File: config.mk
export PLATFORM = sky130hd
export DESIGN_NAME = power_key_press_classifier
export DESIGN_NICKNAME = d
export VERILOG_FILES = /design/src/hw/rtl/pkpc_pkg.sv /design/src/hw/rtl/power_key_press_classifier.sv /design/src/hw/rtl/pkpc_regs.sv
export SDC_FILE = /design/constraint.sdc
export NUM_CORES = 1
export LEC_CHECK = 0
export BUFFER_PORTS_ARGS = -buffer_cell sky130_fd_sc_hd__buf_2
export CORE_MARGIN = 2
export CORE_UTILIZATION = 53
export DETAILED_ROUTE_END_ITERATION = 8
export GPL_TIMING_DRIVEN = 0
export PLACE_DENSITY = 0.78
export SYNTH_ARGS = -nofsm -noshare
export SYNTH_HDL_FRONTEND = slang
export SYNTH_HIERARCHICAL = 1
export SYNTH_SLANG_ARGS = --single-unit
File: constraint.sdc
create_clock -name clk -period 4.1 [get_ports clk]
set_clock_uncertainty 0.15 [all_clocks]
set_input_delay 0.41 -clock clk [delete_from_list [all_inputs] [get_ports clk]]
set_output_delay 0.41 -clock clk [all_outputs]
set_load 0.005 [all_outputs]
File: src/hw/rtl/pkpc_pkg.sv
package pkpc_pkg;

	localparam int TIMER_W = 16;
	localparam int HELD_W  = 16;
	localparam int ADDR_W  = 4;

	localparam logic [7:0]  DEBOUNCE_RST = 8'd20;
	localparam logic [15:0] LONG_RST     = 16'd2500;
	localparam logic [15:0] TIMEOUT_RST  = 16'd5000;

	typedef enum logic [1:0] {
		REG_DEBOUNCE = 2'd0,
		REG_LONG     = 2'd1,
		REG_TIMEOUT  = 2'd2,
		REG_WAKE     = 2'd3
	} reg_idx_t;

	typedef enum logic [2:0] {
		MODE_IDLE     = 3'd0,
		MODE_DEBOUNCE = 3'd1,
		MODE_PRESS    = 3'd2,
		MODE_LONG     = 3'd3,
		MODE_SLEEP    = 3'd4,
		MODE_CONFIRM  = 3'd5,
		MODE_WAITREL  = 3'd6
	} mode_t;

	typedef enum logic [3:0] {
		EV_NONE      = 4'd0,
		EV_BOUNCE    = 4'd1,
		EV_ACCEPTED  = 4'd2,
		EV_SHORT     = 4'd3,
		EV_PERIPH    = 4'd4,
		EV_SLEEP     = 4'd5,
		EV_WAKE      = 4'd6,
		EV_CONFIRMED = 4'd7,
		EV_FAIL      = 4'd8,
		EV_TIMEOUT   = 4'd9,
		EV_UNARMED   = 4'd10
	} event_t;

	typedef struct packed {
		logic [7:0]  debounce_ticks;
		logic [15:0] long_press_ticks;
		logic [15:0] confirm_timeout_ticks;
		logic        start_from_wake;
		logic        restart;
	} cfg_t;

endpackage

File: src/hw/rtl/power_key_press_classifier.sv
// Latency: a request accepted at one edge shows its result in the output register
// at that same edge, visible the following cycle.
// Throughput: one request per cycle; s_tready stays high while the output register
// is empty or being drained.
// Reset: arst_n clears the output valid flag and loads the run-idle (armed) state;
// writing start_from_wake reloads the start state under the new value.
module power_key_press_classifier import pkpc_pkg::*; (
	input  logic              clk,
	input  logic              arst_n,
	input  logic              s_tvalid,
	output logic              s_tready,
	input  logic [7:0]        s_tdata,   // [0] button_level, [7:1] zero
	output logic              m_tvalid,
	input  logic              m_tready,
	output logic [23:0]       m_tdata,   // [3:0] event_code, [19:4] held_ticks, [20] asleep
	input  logic              psel,
	input  logic              penable,
	input  logic              pwrite,
	input  logic [ADDR_W-1:0] paddr,
	input  logic [31:0]       pwdata,
	output logic [31:0]       prdata,
	output logic              pready
);

	localparam logic [TIMER_W-1:0] TMAX = {TIMER_W{1'b1}};

	cfg_t               cfg;
	mode_t              mode_q, mode_n;
	logic [TIMER_W-1:0] ptmr_q, ptmr_n;
	logic [TIMER_W-1:0] ctmr_q, ctmr_n;
	logic               armed_q, armed_n;
	logic               m_valid_q;
	logic [23:0]        m_data_q;
	logic               accept;
	logic               b;
	logic               resample;
	event_t             ev;
	logic [HELD_W-1:0]  held;
	logic [TIMER_W-1:0] long_t, deb_t, tmo_t;

	pkpc_regs u_regs (
		.clk     (clk),
		.arst_n  (arst_n),
		.psel    (psel),
		.penable (penable),
		.pwrite  (pwrite),
		.paddr   (paddr),
		.pwdata  (pwdata),
		.prdata  (prdata),
		.pready  (pready),
		.cfg     (cfg)
	);

	assign s_tready = !m_valid_q || m_tready;
	assign accept   = s_tvalid && s_tready;
	assign b        = s_tdata[0];
	assign m_tvalid = m_valid_q;
	assign m_tdata  = m_data_q;

	assign long_t = TIMER_W'(cfg.long_press_ticks);
	assign deb_t  = TIMER_W'(cfg.debounce_ticks);
	assign tmo_t  = TIMER_W'(cfg.confirm_timeout_ticks);

	always_comb begin
		mode_n   = mode_q;
		ptmr_n   = ptmr_q;
		ctmr_n   = ctmr_q;
		armed_n  = armed_q;
		ev       = EV_NONE;
		resample = 1'b0;

		unique case (mode_q)
			MODE_DEBOUNCE: begin
				ptmr_n   = (ptmr_q == TMAX) ? TMAX : ptmr_q + 1'b1;
				resample = ptmr_n >= deb_t;
			end
			MODE_PRESS: begin
				ptmr_n = (ptmr_q == TMAX) ? TMAX : ptmr_q + 1'b1;
				if (!b) begin
					ev      = EV_SHORT;
					armed_n = 1'b1;
					mode_n  = MODE_IDLE;
				end else if (ptmr_n >= long_t) begin
					ev     = EV_PERIPH;
					mode_n = MODE_LONG;
				end
			end
			MODE_LONG: begin
				ptmr_n = (ptmr_q == TMAX) ? TMAX : ptmr_q + 1'b1;
				if (!b) begin
					ev      = EV_SLEEP;
					armed_n = 1'b1;
					mode_n  = MODE_SLEEP;
				end
			end
			MODE_SLEEP: begin
				ptmr_n = '0;
				if (b) begin
					ev      = EV_WAKE;
					ctmr_n  = '0;
					armed_n = 1'b0;
					mode_n  = MODE_CONFIRM;
				end
			end
			MODE_CONFIRM: begin
				ctmr_n = (ctmr_q == TMAX) ? TMAX : ctmr_q + 1'b1;
				ptmr_n = (ptmr_q == TMAX) ? TMAX : ptmr_q + 1'b1;
				// timeout wins over the level
				if (ctmr_n >= tmo_t) begin
					ev     = EV_TIMEOUT;
					mode_n = MODE_SLEEP;
				end else if (!b) begin
					ev     = EV_FAIL;
					mode_n = MODE_SLEEP;
				end else if (ptmr_n >= long_t) begin
					ev     = EV_CONFIRMED;
					mode_n = MODE_WAITREL;
				end
			end
			MODE_WAITREL: begin
				if (!b) begin
					armed_n = 1'b1;
					mode_n  = MODE_IDLE;
					ptmr_n  = '0;
				end
			end
			default: begin
				// idle, and the spare code behaves as idle
				mode_n = MODE_IDLE;
				ptmr_n = '0;
				if (b) begin
					mode_n   = MODE_DEBOUNCE;
					resample = deb_t == '0;
				end else begin
					armed_n = 1'b1;
				end
			end
		endcase

		if (resample) begin
			priority if (!b) begin
				ev      = EV_BOUNCE;
				armed_n = 1'b1;
				mode_n  = MODE_IDLE;
			end else if (!armed_n) begin
				ev     = EV_UNARMED;
				mode_n = MODE_WAITREL;
			end else begin
				ev      = EV_ACCEPTED;
				armed_n = 1'b0;
				mode_n  = MODE_PRESS;
			end
		end

		held = HELD_W'((ptmr_n < long_t) ? ptmr_n : long_t);
		if ((mode_n == MODE_WAITREL || mode_n == MODE_IDLE) && ev == EV_NONE)
			held = '0;
		if (ev == EV_WAKE)
			held = '0;

		if (mode_n == MODE_IDLE || mode_n == MODE_SLEEP || mode_n == MODE_WAITREL)
			ptmr_n = '0;
		if (mode_n != MODE_CONFIRM)
			ctmr_n = '0;
	end

	always_ff @(posedge clk or negedge arst_n) begin
		if (!arst_n) begin
			mode_q  <= MODE_IDLE;
			ptmr_q  <= '0;
			ctmr_q  <= '0;
			armed_q <= 1'b1;
		end else if (cfg.restart) begin
			mode_q  <= cfg.start_from_wake ? MODE_CONFIRM : MODE_IDLE;
			ptmr_q  <= '0;
			ctmr_q  <= '0;
			armed_q <= !cfg.start_from_wake;
		end else if (accept) begin
			mode_q  <= mode_n;
			ptmr_q  <= ptmr_n;
			ctmr_q  <= ctmr_n;
			armed_q <= armed_n;
		end
	end

	always_ff @(posedge clk or negedge arst_n) begin
		if (!arst_n) begin
			m_valid_q <= 1'b0;
		end else if (accept) begin
			m_valid_q <= 1'b1;
		end else if (m_tready) begin
			m_valid_q <= 1'b0;
		end
	end

	always_ff @(posedge clk) begin
		if (accept) begin
			m_data_q <= {3'd0, mode_n == MODE_SLEEP, held, ev};
		end
	end

`ifndef NO_ASSERTIONS
	a_stall_only_when_full: assert property (@(posedge clk) disable iff (!arst_n)
		!s_tready |-> m_tvalid)
		else $error("input stalled with empty output register");

	a_asleep_matches_mode: assert property (@(posedge clk) disable iff (!arst_n)
		(accept && !cfg.restart) |=> (m_tdata[20] == (mode_q == MODE_SLEEP)))
		else $error("asleep flag disagrees with mode");

	a_confirm_timer_idle: assert property (@(posedge clk) disable iff (!arst_n)
		(mode_q != MODE_CONFIRM) |-> (ctmr_q == '0))
		else $error("confirm timer running outside wake-confirm");

	a_press_timer_idle: assert property (@(posedge clk) disable iff (!arst_n)
		(mode_q == MODE_IDLE || mode_q == MODE_SLEEP || mode_q == MODE_WAITREL)
		|-> (ptmr_q == '0))
		else $error("press timer not cleared while no press is timed");
`endif

endmodule

File: src/hw/rtl/pkpc_regs.sv
module pkpc_regs import pkpc_pkg::*; (
	input  logic              clk,
	input  logic              arst_n,
	input  logic              psel,
	input  logic              penable,
	input  logic              pwrite,
	input  logic [ADDR_W-1:0] paddr,
	input  logic [31:0]       pwdata,
	output logic [31:0]       prdata,
	output logic              pready,
	output cfg_t              cfg
);

	logic [7:0]  debounce_q;
	logic [15:0] long_q;
	logic [15:0] timeout_q;
	logic        wake_q;
	logic        wr_en;
	reg_idx_t    idx;

	assign pready = 1'b1;
	assign idx    = reg_idx_t'(paddr[3:2]);
	assign wr_en  = psel && penable && pwrite && pready;

	always_ff @(posedge clk or negedge arst_n) begin
		if (!arst_n) begin
			debounce_q <= DEBOUNCE_RST;
			long_q     <= LONG_RST;
			timeout_q  <= TIMEOUT_RST;
			wake_q     <= 1'b0;
		end else if (wr_en) begin
			unique case (idx)
				REG_DEBOUNCE: debounce_q <= pwdata[7:0];
				REG_LONG:     long_q     <= pwdata[15:0];
				REG_TIMEOUT:  timeout_q  <= pwdata[15:0];
				REG_WAKE:     wake_q     <= pwdata[0];
			endcase
		end
	end

	always_comb begin
		unique case (idx)
			REG_DEBOUNCE: prdata = {24'd0, debounce_q};
			REG_LONG:     prdata = {16'd0, long_q};
			REG_TIMEOUT:  prdata = {16'd0, timeout_q};
			REG_WAKE:     prdata = {31'd0, wake_q};
		endcase
	end

	// restart is combinational so the state reloads on the same edge as the write
	assign cfg.debounce_ticks        = debounce_q;
	assign cfg.long_press_ticks      = long_q;
	assign cfg.confirm_timeout_ticks = timeout_q;
	assign cfg.start_from_wake       = wr_en && (idx == REG_WAKE) ? pwdata[0] : wake_q;
	assign cfg.restart               = wr_en && (idx == REG_WAKE);

endmodule

; ---- After elaboration in Yosys (flattened, before gate mapping)
; Index checks and enable logic that the tools add are counted.
[totals]
reg_bits = 99
in_bits = 51
output_inout_bits = 59
wordCells = 113
[op_classes]
n_addsub = 2
order_cmp = 4
n_eq_ne = 16
n_mux = 53
reduce_logical = 27
[ops]
columns = operator, count
row1 = $mux W16, 11
row2 = $pmux W32 S4, 1
row3 = $pmux W16 S2, 2
row4 = $mux W3, 19
row5 = $add A16 B1 Y16 const B, 2
row6 = $eq A16 B16 Y1 const B, 2
row7 = $ge A16 B16 Y1, 2
row8 = $mux W4, 5
row9 = $pmux W3 S6, 1
row10 = $ge A16 B8 Y1, 1
row11 = $logic_not A16 Y1, 1
row12 = $lt A16 B16 Y1, 1
row13 = $pmux W4 S4, 1
row14 = $eq A3 B3 Y1 const B, 5
row15 = $mux W1, 11
row16 = $reduce_and A2 Y1, 4
row17 = $eq A3 B2 Y1 const B, 2
row18 = $logic_and A1 B1 Y1, 5
row19 = $reduce_or A5 Y1, 1
row20 = $eq A2 B2 Y1 const B, 2
row21 = $eq A4 B3 Y1 const B, 1
row22 = $logic_not A4 Y1, 1
row23 = $logic_or A1 B1 Y1, 4
row24 = $ne A4 B4 Y1 const B, 1
row25 = other kinds (12), 16

; ---- Logic depth before layout (Yosys ltp)
; Gate-level depths: netlist of run 1.
[depth]
ltp_word = 14
ltp_mapped = 18
ltp_nobuf = 16

; ---- Hierarchy
; The synthesis of run 1 kept the hierarchy.
[by_module_without_submodules]
columns = module, n_inst, cells_per_inst, area_per_inst_um2, seq_area_each_um2
row1 = power_key_press_classifier, 1, 588, 5182.5, 1557.7
row2 = pkpc_regs, 1, 145, 2026.9, 1041.0

; ---- Worst setup path after synthesis of run 1
; Ideal clock, no wire load.
[synth_timing]
path_kind = reg-to-reg
start = register ptmr_q[0]
end = register ctmr_q[6]
setup_ns = 0.068
arrival_time_ns = 3.961
t_required_ns = 3.882
slack_ns = -0.079
stages_incl_launch_ff = 17
path_buffers = 3
period_less_slack_ns = 4.179
path_cell_list = dfrtp_1 ha_1 inv_1 or4_4 or3_1 clkbuf_1 nand2b_1 ha_1 a2111oi_0 o21a_1 o211ai_1 nand4b_1 a211oi_2 and2_4 buf_6 buf_6 a32o_1
[synth_between]
elab_chain_len = 12
elab_cells_between_ends = 20
cone_classes = add/sub: 1 / order compare: 2 / eq/ne: 3 / mux: 12 / reduce/logical: 2
[synth_lines]
columns = item, line_no
row1 = "start, declared", power_key_press_classifier.sv:29  ; logic [TIMER_W-1:0] ptmr_q, ptmr_n;
row2 = "start signal, assigned", power_key_press_classifier.sv:180  ; ptmr_q <= ptmr_n;
row3 = $add A16 B1 Y16 / $eq A16 B16 Y1 (equally long branches), "power_key_press_classifier.sv:74, power_key_press_classifier.sv:78, power_key_press_classifier.sv:107"
row4 = $mux W16 *, "power_key_press_classifier.sv:74, power_key_press_classifier.sv:78, power_key_press_classifier.sv:107"
row5 = $ge A16 B16 Y1, "power_key_press_classifier.sv:83, power_key_press_classifier.sv:115"
row6 = $mux W3, power_key_press_classifier.sv:115  ; end else if (ptmr_n >= long_t) begin
row7 = $mux W3, power_key_press_classifier.sv:112  ; end else if (!b) begin
row8 = $mux W3, power_key_press_classifier.sv:109  ; if (ctmr_n >= tmo_t) begin
row9 = $pmux W3 S6, power_key_press_classifier.sv:72  ; unique case (mode_q)
row10 = $mux W3 *, power_key_press_classifier.sv:140  ; if (resample) begin
row11 = $ne A3 B3 Y1 *, power_key_press_classifier.sv:163  ; if (mode_n != MODE_CONFIRM)
row12 = $mux W16, power_key_press_classifier.sv:163
row13 = $mux W16, power_key_press_classifier.sv:178  ; end else if (accept) begin
row14 = $mux W16, power_key_press_classifier.sv:173  ; end else if (cfg.restart) begin
row15 = "end signal, assigned", power_key_press_classifier.sv:181  ; ctmr_q <= ctmr_n;
row16 = "end, declared", power_key_press_classifier.sv:30  ; logic [TIMER_W-1:0] ctmr_q, ctmr_n;
; Every way passes the cells marked *; elsewhere a longest branch is shown, timed or not. The select of a mux whose other input is x is not followed.
; A chain may end at the register's enable or synchronous reset.

; ---- Final worst setup path of run 1
[layout_timing]
start = register ptmr_q[0]
end = register m_data_q[10], in the netlist m_tdata[10] (data pin)
[layout_between]
elab_chain_len = 12
elab_cells_between_ends = 31
cone_classes = add/sub: 1 / order compare: 3 / eq/ne: 3 / mux: 19 / reduce/logical: 5
[layout_lines]
columns = item, line_no
row1 = $add A16 B1 Y16 / $eq A16 B16 Y1 (equally long branches), n/a
row2 = $mux W16, n/a
row3 = $ge A16 B16 Y1, "power_key_press_classifier.sv:83, power_key_press_classifier.sv:115"
row4 = $mux W3, power_key_press_classifier.sv:115
row5 = $mux W3, power_key_press_classifier.sv:112
row6 = $mux W3, power_key_press_classifier.sv:109
row7 = $pmux W3 S6, power_key_press_classifier.sv:72
row8 = $mux W3, power_key_press_classifier.sv:140
row9 = $eq A3 B3 Y1 / $logic_not A3 Y1 (equally long branches), power_key_press_classifier.sv:156  ; if ((mode_n == MODE_WAITREL || mode_n == MODE_IDLE) && ev == EV_NONE)
row10 = $logic_or A1 B1 Y1, power_key_press_classifier.sv:156
row11 = $logic_and A1 B1 Y1, power_key_press_classifier.sv:156
row12 = $reduce_or A2 Y1 (no line), n/a
row13 = "end signal, assigned", power_key_press_classifier.sv:198  ; m_data_q <= {3'd0, mode_n == MODE_SLEEP, held, ev};
row14 = "end, declared", power_key_press_classifier.sv:33  ; logic [23:0] m_data_q;
; Several ways; a longest one is shown, not always the timed one.

==> out/results.ini, run 1 <==
[yosys]
syn_area_um2=7210
synth_most_common_cell=nand2_1
ys_top_cells_by_area=dfrtp_1 (23%), ha_1 (9.9%), edfxtp_1 (8.7%)
synth_commonest_cells=nand2_1 (74), dfrtp_1 (65), ha_1 (57)
ys_seq_elements=99
synth_edf_count=21
yosysSeqAreaShare=0.360
ys_warn_count=6
avgSynthCellArea_um2=9.84
synth_ff_type=dfrtp_1
synth_area_leader_cell=dfrtp_1
async_reset_ff_frac=0.788
yosysUniqueCellTypes=68
synth_cells=733
synth_top_area_frac=0.226

[clock_network]
cts_root_buf=clkbuf_16
cts_sinks=99
cts_tree=built
cts_buffers=9
htreeDepth=3
path_clk_slew_ns=0.08
clk_latency_ns=0.37
clk_path_buf_depth=2

[routing]
wl_met2_mm=10.3
ant_nets=0
vias_per_cell=6.34
vias=6613
routed_wl_mm=21.8
initialDrtViolationCount=599
dr.pass1.iters=7
route.detailed.drc=0
top_layer=met4
wl_per_cell_um=20.9
wl_met1_mm=8.32
wl_met3_mm=2.13

[global_route]
grt_pass1_wl_mm=32.0
grt_max_degree=46
grt_pass1_vias=6150
grt_util_all_layers=0.282
antenna_found_initial=0
gr-total-overflow=0

[status]
status=finished, violations left
violations=negative setup slack

[power]
leakage_nw=4.45
p_per_area_nw_per_um2=390
vdd_drop_max_uv=317
power_mw=3.63

[final_layout]
post_route_cells_drive_above_1_share=0.375
design_area_um2=9300
fill_cells=949
n_antenna_cell=0
syn_to_final_growth_pct=29.0
final_util=0.702
nets=970
fin_cells=1043

[floorplanning]
dieArea_um2=14600
start_util=0.544
die_w_um=121
boundaryPins=110
rows=42
core-area_um2=13200
die_h_um=121

[placed_design]
dpl.cell_count=990
postPlaceCellArea_um2=7870
dp_hpwl_mm=14.0
dp_slack_ns=-0.822
gp_congestion=0.915
numPortBuffers=63

[critical_path]
crit_family=compound AO/OA/AOI/OAI gates
cp_max_fo=7
required_ns=4.08
reg2regPathDepth=17
crit_buf_inv=3
cp_cell_sequence=ha_4, inv_4, or4_4, or3_4, buf_12, o21ai_4, a22o_4, ha_4, a21o_1, a21o_1, a21oi_2, or3_1, o211ai_1, a21oi_4, clkbuf_16, mux2i_4, nor2_4
crit_slowest_cell=or4_4
cp.arrival_ns=4.27
critPathKind=reg -> reg
critPathLaunchType=register
worst_setup_path_end_kind=register
slowest_delay_ns=0.56
critical_path_depth=17

[sta]
min_period_over_period=1.05
finalCriticalPeriod_ns=4.30
max_slew_margin=0.306
hold_violations=0
maxSlewViolCount=0
tightest_slew_ns=1.04
fmax_mhz=233
grt_setup_unrepaired=yes
setup_ws_ns=-0.198
finalSetupViolations=45

[hold_path]
worst_hold_path_type=in -> reg
holdPathStages=2

[run]
max_cap_viol_count=0

-- cell usage in the layout (no fill, tap or decap), types with 7 or more instances in the layout --
cell type  synthesis  layout
buf_4             21      55
nand2b_1          10       8
a32oi_1           11      11
a21o_1            13      13
and3_1            19      19
a22o_1            19      15
dfstp_2           13      13
nand2_1           74      68
xor2_1            10      10
mux2i_4            0      10
o2111ai_1         14      14
nor2_4             0      14
ha_1              57      47
nand3_1           19      16
mux2i_1           26      10
buf_2              6      66
mux2_2            34      33
o21ai_0           36      26
nor2_1            36      19
a32o_1            16      16
conb_1             3      20
o21a_1             9       8
a21oi_1           17      14
clkbuf_1          21      12
inv_1             51      50
dfrtp_2            0       9
mux2_4            10      11
buf_6              7      11
nand4_1           11      11
edfxtp_1          21      21
o21ai_2            0       9
ha_4               0      10
clkbuf_16          0      11
a221o_1            7       7
dfrtp_1           65      56
-- state kept, by name (all words and copies together), names as in the netlist --
name               cells
ctmr_q                16
m_tdata               21
m_tvalid               1
armed_q                1
u_regs/wake_q          1
u_regs/debounce_q      8
u_regs/timeout_q      16
ptmr_q                16
mode_q                 3
u_regs/long_q         16
-- cells by family (layout without fill, tap and decap cells) --
logic type,Yosys count,in the layout,synth area share
AOI/OAI and AO/OA,174,174,0.184
xor gates and xnor gates,15,15,0.0182
adders and majority gates,57,57,0.0989
buffers and inverters,107,224,0.0750
DFF,99,99,0.360
muxes,71,71,0.113
other,3,20,0.00156
and+or+nand+nor,207,207,0.149
-- final timing paths --
check,startpoint,endpoint,slack [ns]
setup / recovery,ptmr_q[0]$_DFFE_PN0P_,m_tdata[10]$_SDFFCE_PP0P_,-0.20
hold / removal,s_tvalid,m_tvalid$_DFFE_PN0P_,0.11
setup reg to reg,ptmr_q[0]$_DFFE_PN0P_,m_tdata[10]$_SDFFCE_PP0P_,-0.20
hold reg to reg,m_tvalid$_DFFE_PN0P_,m_tvalid$_DFFE_PN0P_,0.38
max in group asynchronous,arst_n,u_regs/debounce_q[4]$_DFFE_PN1P_,2.75
min in group asynchronous,arst_n,ctmr_q[3]$_DFFE_PN0P_,0.40
-- cell type report --
class / count / area (µm²) / area share
Clock inverter: 7 / 106 / 0.0114
Timing Repair Buffer: 105 / 717 / 0.0771
Inverter: 51 / 194 / 0.0209
Tap cell: 176 / 220 / 0.0237
Multi-Input combinational cell: 544 / 4830 / 0.520
Clock buffer: 9 / 225 / 0.0242
Sequential cell: 99 / 2610 / 0.281
Buffer: 52 / 390 / 0.0420
-- through the flow --
step	hold WS, ns	TNS, ns
6_report	0.108	-3.76
5_1_grt	0.139	-8.91
4_1_cts	0.104	-0.0730
3_5_place_dp	0.251	-33.40
3_3_place_gp	0.360	-33.49
2_1_floorplan	-0.0356	0
-- per-layer routing --
metal	vias up	track usage
met3	99	0.0377
li1	2943	-
met1	3147	0.380
met5	-	0
met2	424	0.450
met4	0	0.132
-- report_power, final --
group          total [mW]  switching, mW  leakage (nW)  internal (mW)
Combinational        1.31          0.710          3.11          0.603
Clock               0.971          0.425         0.163          0.546
Sequential           1.35          0.169          1.18           1.18
-- repair_timing --
action | CTS | global route
hold buffers | 1 | 0
endpoints found under the hold margin | 32 | 0
setup buffers | 21 | 16
pin swaps | 16 | 43
gates resized for setup | 57 | 121
cloned | 1 | 2
setup endpoints to repair | 57 | 57
Power figures use the tool's default switching activity.
==> run 2, diff against run 1 <==
--- a/config.mk
+++ b/config.mk
@@ -5,12 +5,15 @@
 export SDC_FILE = /design/constraint.sdc
 export NUM_CORES = 1
 export LEC_CHECK = 0
+export ABC_AREA = 1
 export BUFFER_PORTS_ARGS = -buffer_cell sky130_fd_sc_hd__buf_2
+export CAP_MARGIN = 20
 export CORE_MARGIN = 2
 export CORE_UTILIZATION = 53
 export DETAILED_ROUTE_END_ITERATION = 8
 export GPL_TIMING_DRIVEN = 0
 export PLACE_DENSITY = 0.78
+export SETUP_SLACK_MARGIN = 0.05
 export SYNTH_ARGS = -nofsm -noshare
 export SYNTH_HDL_FRONTEND = slang
 export SYNTH_HIERARCHICAL = 1
==> out/results.ini, run 2 <==
[placed_design]
postPlaceCellArea_um2=8320
gp_congestion=0.944
numPortBuffers=64
dpl.cell_count=1310
dp_hpwl_mm=15.7

[critical_path]
crit_slowest_cell=dfrtp_1
cp.arrival_ns=4.40
cp_max_fo=5
timing.rr.end=m_tdata[9]$_SDFFCE_PP0P_
r2r-start=ctmr_q[1]$_DFFE_PN0P_
critPathKind=reg -> reg
required_ns=4.07
worst_setup_path_end_kind=register
reg2regPathDepth=32
slowest_delay_ns=0.42
critPathLaunchType=register
cp_common_cell=nand2_2
reg2reg_slack_ns=-0.33

[final_layout]
largest_reg_flops=21
design_area_um2=9630
syn_to_final_growth_pct=25.4
nets=1314
n_antenna_cell=0
layout_common_cells=nand2_1 (319), inv_1 (126), buf_4 (71)
fin_cells=1391
post_route_cells_drive_above_1_share=0.296
final_util=0.685
layout_commonest_cell=nand2_1

[clock_network]
clk_latency_ns=0.37
cts_buffers=9
htreeDepth=3
path_clk_slew_ns=0.08
cts_sinks=99
clk_path_buf_depth=2
cts_root_buf=clkbuf_16
cts_tree=built

[routing]
vias_per_cell=5.56
dr.pass1.iters=8
ant_nets=0
route.detailed.drc=0
initialDrtViolationCount=794
wl_per_cell_um=16.9
routed_wl_mm=23.5
vias=7737

[power]
p_per_area_nw_per_um2=459
leakage_nw=4.95
vdd_drop_max_uv=301
power_mw=4.42

[floorplanning]
die_h_um=124
start_util=0.547
dieArea_um2=15500
rows=43
die_w_um=124
boundaryPins=110
core-area_um2=14000

[hold_path]
min_from=pwdata[11]
min_to=u_regs/long_q[11]$_DFFE_PN1P_
holdPathStages=3
worst_hold_path_type=in -> reg

[yosys]
syn_area_um2=7680
synth_most_common_cell=nand2_1
async_reset_ff_frac=0.788
synth_area_leader_cell=dfrtp_1
synth_commonest_cells=nand2_1 (329), inv_1 (136), dfrtp_1 (65)
synth_cells=1048
yosysUniqueCellTypes=46
ys_top_cells_by_area=dfrtp_1 (21%), nand2_1 (16%), ha_1 (9.3%)
synth_edf_count=21
ys_warn_count=6
synth_ff_type=dfrtp_1
ys_seq_elements=99
yosysSeqAreaShare=0.338
synth_top_area_frac=0.212
avgSynthCellArea_um2=7.33

[sta]
whs_ns=0.0994
setup_ws_ns=-0.325
finalCriticalPeriod_ns=4.43
max_slew_margin=0.398
tightest_slew_ns=0.901
hold_violations=0
finalSetupViolations=51
min_period_over_period=1.08
maxSlewViolCount=0
fmax_mhz=226
grt_setup_unrepaired=yes

[global_route]
grt_max_degree=63
grt_util_all_layers=0.287
grt_pass1_vias=7246
grt_pass1_wl_mm=36.0
antenna_found_initial=0
gr-total-overflow=0

[status]
violations=negative setup slack
status=finished, violations left

[run]
max_cap_viol_count=0

## run 2: cell types whose count changed in the layout (fill, tap and decap cells not counted), sizes merged, moves of 15 or more
cell,change
nand2,+296
inv,+96
nor2,+54
nand3,+50
mux2,-44
mux2i,-26
buf,+24
a21oi,+20
and3,-20
a22o,-19
o22ai,+17
a32o,-16
nand4,+15
## run 2: area by class of cell
class / instances / area, µm²
timing repair buffer: 130 / 922
clock buffer: 9 / 225
tap: 180 / 225
multi-input combinational: 775 / 4670
buffer: 45 / 359
clock inverter: 7 / 60.1
inverter: 146 / 561
sequential: 99 / 2600
fill: 1088 / 4420
## run 2: where the power goes
group / total [mW] / switching, mW / leakage (nW) / internal, mW
logic: 2.25 / 1.34 / 3.60 / 0.909
clock network: 0.852 / 0.427 / 0.144 / 0.425
registers: 1.32 / 0.136 / 1.21 / 1.18
## run 2: worst max path at each step
stage	from	endpoint	cells after the start
6_report	ctmr_q[1]$_DFFE_PN0P_	m_tdata[9]$_SDFFCE_PP0P_	32
3_5_place_dp	ctmr_q[1]$_DFFE_PN0P_	ctmr_q[15]$_DFFE_PN0P_	31
4_1_cts	ctmr_q[1]$_DFFE_PN0P_	m_tdata[17]$_SDFFCE_PP0P_	35
2_1_floorplan	ctmr_q[0]$_DFFE_PN0P_	m_tdata[11]$_SDFFCE_PP0P_	34
3_3_place_gp	ctmr_q[1]$_DFFE_PN0P_	ctmr_q[3]$_DFFE_PN0P_	31
5_1_grt	ctmr_q[1]$_DFFE_PN0P_	m_tdata[17]$_SDFFCE_PP0P_	32
## run 2: metal layers
metal  track usage  share of wire
met5             0              0
met2         0.494           0.49
met3        0.0657          0.075
met1         0.351           0.40
met4         0.103          0.041
## run 2: kinds of logic after synthesis
| group | Yosys count | share of synthesized area |
|---|---|---|
| compound gates | 118 | 0.0878 |
| xor+xnor | 2 | 0.00228 |
| fa+ha+maj | 57 | 0.0929 |
| buf+inv | 191 | 0.116 |
| flops | 99 | 0.338 |
| other cells | 3 | 0.00147 |
| simple gates | 578 | 0.361 |
## run 2: through the flow
| step | worst slack, ns | TNS, ns |
|---|---|---|
| after detailed placement | -0.678 | -28.32 |
| after global placement | -0.615 | -25.43 |
| after global routing | -0.602 | -24.00 |
| after floorplan | 0.276 | 0 |
| final | -0.325 | -11.12 |
| after CTS | -0.171 | -2.47 |
## run 2: timing repair
action                                  4_1_cts  5_1_grt
cloned                                        3        0
gates resized for setup                      75       64
hold buffers                                  1        0
endpoints found under the hold margin        15        0
endpoints found under the setup margin       52       52
pin swaps                                    18       24
buffers inserted                             57       12
## run 2: worst max-delay path, delay by kind of cell, from the launching register on
kind	cells	cell delay, ns
AOI/OAI and AO/OA	4	0.47
adders and majority gates	2	0.39
buffers and inverters	7	0.64
DFF	1	0.42
and+or+nand+nor	19	2.13
